File: src/sv/sialu_pkg.sv
// Package: shared types and constants for the scalar 64-bit integer ALU.
`timescale 1ns / 1ps

package sialu_pkg;

  localparam int unsigned DATA_W  = 64;
  localparam int unsigned DEST_W  = 5;
  localparam int unsigned SIZE_W  = 2;
  localparam int unsigned SHAMT_W = $clog2(DATA_W);

  localparam logic [SIZE_W-1:0] LEGAL_SIZE = 2'b11;

  typedef enum logic [3:0] {
    MODE_ADD   = 4'd0,
    MODE_SUB   = 4'd1,
    MODE_EQ    = 4'd2,
    MODE_GE    = 4'd3,
    MODE_GT    = 4'd4,
    MODE_HI    = 4'd5,
    MODE_HS    = 4'd6,
    MODE_TST   = 4'd7,
    MODE_SSHL  = 4'd8,
    MODE_USHL  = 4'd9,
    MODE_EQZ   = 4'd10,
    MODE_GEZ   = 4'd11,
    MODE_GTZ   = 4'd12,
    MODE_LEZ   = 4'd13,
    MODE_LTZ   = 4'd14
  } alu_mode_t;

  typedef struct packed {
    alu_mode_t          mode;
    logic [SIZE_W-1:0]  size_code;
    logic [DATA_W-1:0]  operand_a;
    logic [DATA_W-1:0]  operand_b;
    logic [DEST_W-1:0]  dest_index;
  } in_item_t;

  typedef struct packed {
    logic [DATA_W-1:0]  result_value;
    logic [DEST_W-1:0]  result_dest;
    logic               illegal;
  } out_item_t;

endpackage

File: src/sv/sialu_shift.sv
// Module: register-controlled shifter for SSHL and USHL.
`timescale 1ns / 1ps

module sialu_shift (
  input  logic [sialu_pkg::DATA_W-1:0] operand_a,
  input  logic [7:0]                   shift_byte,
  input  logic                         arith,
  output logic [sialu_pkg::DATA_W-1:0] shift_out
);
  import sialu_pkg::*;

  logic                     neg;
  logic [7:0]               mag;
  logic                     fill_bit;
  logic                     left_oor;
  logic                     right_oor;
  logic [DATA_W-1:0]        shl;
  logic signed [DATA_W:0]   ext_s;
  logic [DATA_W:0]          shr;

  assign neg      = shift_byte[7];
  // Two's complement magnitude of a negative amount: 1..128.
  assign mag      = 8'(~shift_byte + 8'd1);
  assign fill_bit = arith & operand_a[DATA_W-1];

  assign left_oor  = (shift_byte >= 8'(DATA_W));
  assign right_oor = (mag >= 8'(DATA_W));

  assign shl   = operand_a << shift_byte[SHAMT_W-1:0];
  assign ext_s = {fill_bit, operand_a};
  assign shr   = ext_s >>> mag[SHAMT_W-1:0];

  always_comb begin
    if (!neg) begin
      shift_out = left_oor ? '0 : shl;
    end else begin
      shift_out = right_oor ? {DATA_W{fill_bit}} : shr[DATA_W-1:0];
    end
  end

endmodule

File: src/sv/sialu_exec.sv
// Module: combinational execute logic for one ALU operation.
`timescale 1ns / 1ps

module sialu_exec (
  input  sialu_pkg::in_item_t  item,
  output sialu_pkg::out_item_t result
);
  import sialu_pkg::*;

  logic [DATA_W-1:0] a;
  logic [DATA_W-1:0] b;
  logic [DATA_W-1:0] sum;
  logic [DATA_W-1:0] diff;
  logic [DATA_W:0]   cmp;
  logic              eq;
  logic              hs;
  logic              hi;
  logic              ge;
  logic              gt;
  logic              a_zero;
  logic              a_neg;
  logic              tst;
  logic [DATA_W-1:0] shift_out;
  logic              bad;
  logic [DATA_W-1:0] value;

  assign a = item.operand_a;
  assign b = item.operand_b;

  assign sum  = a + b;
  assign diff = a - b;
  // Borrow out of the wide subtract marks a < b unsigned.
  assign cmp  = {1'b0, a} - {1'b0, b};

  assign eq     = (a == b);
  assign hs     = ~cmp[DATA_W];
  assign hi     = hs & ~eq;
  assign ge     = (a[DATA_W-1] == b[DATA_W-1]) ? hs : b[DATA_W-1];
  assign gt     = ge & ~eq;
  assign a_zero = (a == '0);
  assign a_neg  = a[DATA_W-1];
  assign tst    = |(a & b);

  sialu_shift u_shift (
    .operand_a  (a),
    .shift_byte (b[7:0]),
    .arith      (item.mode == MODE_SSHL),
    .shift_out  (shift_out)
  );

  always_comb begin
    bad   = (item.size_code != LEGAL_SIZE);
    value = '0;
    unique case (item.mode)
      MODE_ADD:  value = sum;
      MODE_SUB:  value = diff;
      MODE_EQ:   value = {DATA_W{eq}};
      MODE_GE:   value = {DATA_W{ge}};
      MODE_GT:   value = {DATA_W{gt}};
      MODE_HI:   value = {DATA_W{hi}};
      MODE_HS:   value = {DATA_W{hs}};
      MODE_TST:  value = {DATA_W{tst}};
      MODE_SSHL: value = shift_out;
      MODE_USHL: value = shift_out;
      MODE_EQZ:  value = {DATA_W{a_zero}};
      MODE_GEZ:  value = {DATA_W{~a_neg}};
      MODE_GTZ:  value = {DATA_W{~a_neg & ~a_zero}};
      MODE_LEZ:  value = {DATA_W{a_neg | a_zero}};
      MODE_LTZ:  value = {DATA_W{a_neg}};
      default:   bad   = 1'b1;
    endcase
    result.result_value = bad ? '0 : value;
    result.result_dest  = item.dest_index;
    result.illegal      = bad;
  end

endmodule

File: src/sv/scalar_int64_simd_alu_core.sv
// Top level: scalar 64-bit three-same integer ALU with input and result registers.
`timescale 1ns / 1ps

// Channel   Ports                        Beat taken when
// --------  ---------------------------  ------------------------------
// input     start, busy, in_item         rising edge with start && !busy
// result    out_valid, out_item          rising edge ending out_valid cycle
//
// Each beat passes two registers from start to out_valid: first the input
// register, then the execute logic (a 64-bit add/compare or the barrel
// shifter) settles into the result register.
// A new beat may enter on every cycle; busy stays low.
// Reset (rst_n low, synchronous) clears both valid flags; payload registers
// are not reset.
// The receiver cannot stall: each result shows for exactly one cycle.

module scalar_int64_simd_alu_core (
  input  logic                 clk,
  input  logic                 rst_n,
  input  logic                 start,
  output logic                 busy,
  input  sialu_pkg::in_item_t  in_item,
  output logic                 out_valid,
  output sialu_pkg::out_item_t out_item
);
  import sialu_pkg::*;

  logic      in_valid_r;
  logic      in_valid_nxt;
  in_item_t  in_item_r;
  logic      out_valid_r;
  out_item_t out_item_r;
  out_item_t exec_result;

  // Every cycle is open for a new beat.
  assign busy         = 1'b0;
  assign in_valid_nxt = start & ~busy;

  // Hold the accepted operands for the execute cycle.
  always_ff @(posedge clk) begin
    if (!rst_n) begin
      in_valid_r <= 1'b0;
    end else begin
      in_valid_r <= in_valid_nxt;
    end
  end

  always_ff @(posedge clk) begin
    if (in_valid_nxt) begin
      in_item_r <= in_item;
    end
  end

  sialu_exec u_exec (
    .item   (in_item_r),
    .result (exec_result)
  );

  // Advance the result into the output register; it shows for one cycle.
  always_ff @(posedge clk) begin
    if (!rst_n) begin
      out_valid_r <= 1'b0;
    end else begin
      out_valid_r <= in_valid_r;
    end
  end

  always_ff @(posedge clk) begin
    if (in_valid_r) begin
      out_item_r <= exec_result;
    end
  end

  assign out_valid = out_valid_r;
  assign out_item  = out_item_r;

endmodule

File: config.mk
export PLATFORM = sky130hd
export DESIGN_NAME = scalar_int64_simd_alu_core
export DESIGN_NICKNAME = d
export VERILOG_FILES = /design/src/sv/sialu_pkg.sv /design/src/sv/sialu_shift.sv /design/src/sv/sialu_exec.sv /design/src/sv/scalar_int64_simd_alu_core.sv
export SDC_FILE = /design/constraint.sdc
export NUM_CORES = 1
export LEC_CHECK = 0
export BUFFER_PORTS_ARGS = -buffer_cell sky130_fd_sc_hd__buf_4
export CAP_MARGIN = 0
export CORE_MARGIN = 2
export CORE_UTILIZATION = 35
export DETAILED_ROUTE_END_ITERATION = 12
export PLACE_DENSITY_LB_ADDON = 0.15
export SYNTH_ARGS = -nofsm -noshare
export SYNTH_HDL_FRONTEND = slang
export SYNTH_HIERARCHICAL = 1
export SYNTH_SLANG_ARGS = --single-unit
export TNS_END_PERCENT = 50
File: constraint.sdc
create_clock -name clk -period 4.7 [get_ports clk]
set_input_delay 0.235 -clock clk [delete_from_list [all_inputs] [get_ports clk]]
set_output_delay 0.235 -clock clk [all_outputs]
set_load 0.005 [all_outputs]
==> metrics.txt <==
worst path required time 5.01 ns; cells after synthesis 2584; Worst path depth 20; chip width approximately 270 um; delay-heaviest family, CP simple AND/OR/NAND/NOR gates; Unique masters post-synth 88; Clock Pin Slew Worst Setup and Hold Paths approximately 0.060 ns; fin nets 3736; clk sinks 211; Pleak 0.01406 uW; hold depth 1; Hold Vio Cnt, Final 0; RSZ-0062 raised after global routing yes; num rows 96; fillers about 6500; critical path cell sequence buf_6, or4_4, nor4_4, buf_6, and3b_1, buf_6, a41oi_4, xnor2_2, ha_1, a21o_1, o21bai_4, a2111oi_4, buf_4, nor3_1, or3_4, a21oi_4, a21oi_1, a211oi_2, mux2i_1, nand2_1; pwr dens 305.0 nW/um2; Setup WS post-layout -0.1622 ns; clock buffer depth 3; initial antenna violation count 2; IO buf count 212; clock latency on the worst-skew pair 0.60 ns; status finished, violations left; min Tclk post-route 4.862 ns; die height 267.3 um; Post-synth EDFFs 209; most used cell, CP buf_6; Die Area roughly 70000 um2; initial core utilization 35.38%; Design Power 10460 uW; cts bufs inserted 26; Ys Warns 6; vias per cell 6.055; ANT cells 0; failing checks negative setup slack; Slew Limit Headroom 31.07%; core area 68590 um2; first drt pass iteration count 6; DRC viols 0; vias in the first global route about 25000; Tcrit/Tclk final 103.5%; total gr overflow 0; final slew viol count 0; Post-Route Setup TNS -0.6511 ns; Tot GR Track Use 36.67%; HPWL after DPL 108400 um; Post-Syn Area 24270 um2; area of the multi-input gates 17790 um2; final RePlAce weighted congestion 1.010; via count of the routed design 26350; register area share after synthesis 26.03%; actual slew at the worst max-slew pin just over 1 ns; CP max FO 6; Antenna Nets Post-Route 0; CP Class reg -> reg; Startpoint Class flip-flop; Final Routed Wirelength 134500 um; max cap viols 0; hold slack around 0.11 ns; IO Pins 214; htree depth 1; Reg area 6320 um2; first-pass GRT wire length 187300 um; number of DRC markers in iteration 0 3179; synthesized area per cell around 9.4 um2; maximum vdd drop 0.3193 mV; clk_skew about 0.056 ns; Crit-path slowest cell or4_4; post-synthesis register bit count 211; Final setup viols 11; FFs w/ async S/R, synth 0%; largest net degree at the start of global routing 78; area grow syn2layout 41.32%; layout cell share with drive strength beyond 1 ~38%; Tightest Hold Check Type in -> reg; Critical Path Max Stage Delay about 0.55 ns; crit path buf inv count 4; Post-Syn Nets between 2000 and 3000; Arr. time, crit path around 5.2 ns; TritonCTS clock tree built; reg2reg path depth 20; post-detailed-route wirelength per cell between 30 and 40 um; CP Capture Type flip-flop; f_max 205.7 MHz; Post-synth top flop edfxtp_1; root buffer cell clkbuf_16
[repair_timing]
item | 4_1_cts | 5_1_grt
buffers inserted | 11 | 13
endpoints found under the hold margin | 141 | 0
resized for setup | 117 | 89
pin swaps | 68 | 64
hold buffers | 140 | 0
endpoints found under the setup margin | 32 | 42
[routing by layer]
metal / part of all wire, % / track usage [%] / up-vias
met5: 0 / 0 / -
met2: 43 / 54.66 / 1381
li1: - / - / 11630
met3: 9.0 / 7.871 / 221
met4: 5.3 / 16.57 / 0
met1: 43 / 50.73 / 13110
[report_power, final]
part | leakage, uW | switching (uW) | internal, uW
clock network | 0.000395 | 824 | 1120
logic | 0.0117 | 3430 | 2630
registers | 0.00197 | 206 | 2250
total | 0.0141 | 4460 | 6000
[through the flow]
| step | setup slack (ns) | area, um2 | util, % | instances |
|---|---|---|---|---|
| final | -0.1622 | 34290 | 50.00 | 4351 |
| after global routing | -0.2700 | 34290 | 50.00 | 4351 |
| after CTS | -0.04686 | 33760 | 49.22 | 4338 |
| after detailed placement | -0.5552 | 30960 | 45.14 | 4142 |
| after global placement | -0.5994 | 30960 | 45.14 | 4142 |
| after floorplan | 0.05847 | 24300 | - | 2584 |
[state kept, by name, summed over array words and instances, names as in the netlist]
register,flops
in_item_r,139
out_valid,1
out_item,70
in_valid_r,1
[worst paths after layout]
path,from,to,slack (ns)
min reg2reg,in_item_r[2],out_item[3],0.43
min,start,in_item_r[131],0.11
max,in_item_r[8],out_item[66],-0.16
max reg2reg,in_item_r[8],out_item[66],-0.16
[kinds of logic (layout without fill, tap and decap cells)]
| logic type | after synthesis | count (layout) | share of synthesized area [%] |
|---|---|---|---|
| XOR/XNOR | 121 | 121 | 4.398 |
| other | 1 | 1 | 0.01545 |
| AO/OA/AOI/OAI | 730 | 730 | 19.65 |
| multiplexers | 331 | 331 | 20.93 |
| buffers and inverters | 282 | 1118 | 4.904 |
| adder cells (fa/ha/maj) | 193 | 193 | 9.982 |
| flip-flops | 211 | 211 | 26.03 |
| AND/OR/NAND/NOR | 715 | 715 | 14.10 |
[layout by cell type, fill, tap and decap left out, types with 19 or more instances in the layout]
cell,Yosys,final
a211oi_1,23,20
a21o_1,37,37
a21oi_1,198,169
a21oi_2,0,22
a22oi_1,38,37
a31oi_1,43,39
buf_4,19,809
clkbuf_16,0,26
dlygate4sd3_1,0,140
edfxtp_1,209,209
ha_1,192,185
inv_1,94,93
mux2_2,111,111
mux2i_1,90,90
mux4_2,130,130
nand2_1,232,222
nand3_1,42,38
nand4_1,47,47
nor2_1,174,164
nor3_1,55,44
nor4_1,48,44
o21ai_0,145,121
o221ai_1,26,26
o22ai_1,28,27
or3_1,23,21
xnor2_1,91,73
xnor2_2,1,19
xor2_1,29,26
[cell type report]
class	instances	share of cell area, %
Sequential cell	211	18.43
Clock inverter	16	0.4196
Clock buffer	31	1.952
Inverter	97	1.062
Multi-Input combinational cell	2091	51.87
Timing Repair Buffer	974	22.87
Tap cell	931	3.397
[cell usage after synthesis, types with 10 or more instances]
cell	n	area share (%)
nand2_1	232	3.6
edfxtp_1	209	26
a21oi_1	198	4.1
ha_1	192	9.9
nor2_1	174	2.7
o21ai_0	145	3.0
mux4_2	130	12
clkbuf_1	114	1.8
mux2_2	111	5.2
inv_1	94	1.5
xnor2_1	91	3.3
mux2i_1	90	3.7
nor3_1	55	1.1
nor4_1	48	1.2
nand4_1	47	1.2
a31oi_1	43	1.1
nand3_1	42	0.87
a22oi_1	38	1.2
a21o_1	37	1.1
buf_2	36	0.74
xor2_1	29	1.0
o22ai_1	28	0.72
o221ai_1	26	0.94
a211oi_1	23	0.71
or3_1	23	0.59
a221oi_1	21	0.76
buf_4	19	0.59
and2_1	17	0.44
and3_1	15	0.39
o21bai_1	15	0.46
buf_1	14	0.22
o211ai_1	14	0.43
a21boi_0	12	0.37
or2_2	12	0.31
a221o_1	11	0.45
nor2b_1	11	0.28
o31ai_1	11	0.34
a211o_1	10	0.36
o21a_1	10	0.31
o22a_1	10	0.36
[worst register-to-register path: stages (launching register included)]
cell and delay, ns:
edfxtp_1 0.43, buf_6 0.15, or4_4 0.55, nor4_4 0.17
buf_6 0.17, and3b_1 0.19, buf_6 0.14, a41oi_4 0.11
xnor2_2 0.16, ha_1 0.31, a21o_1 0.19, o21bai_4 0.20
a2111oi_4 0.42, buf_4 0.18, nor3_1 0.04, or3_4 0.43
a21oi_4 0.15, a21oi_1 0.09, a211oi_2 0.23, mux2i_1 0.22
nand2_1 0.06
No activity file was read; power rests on OpenSTA's default activity.
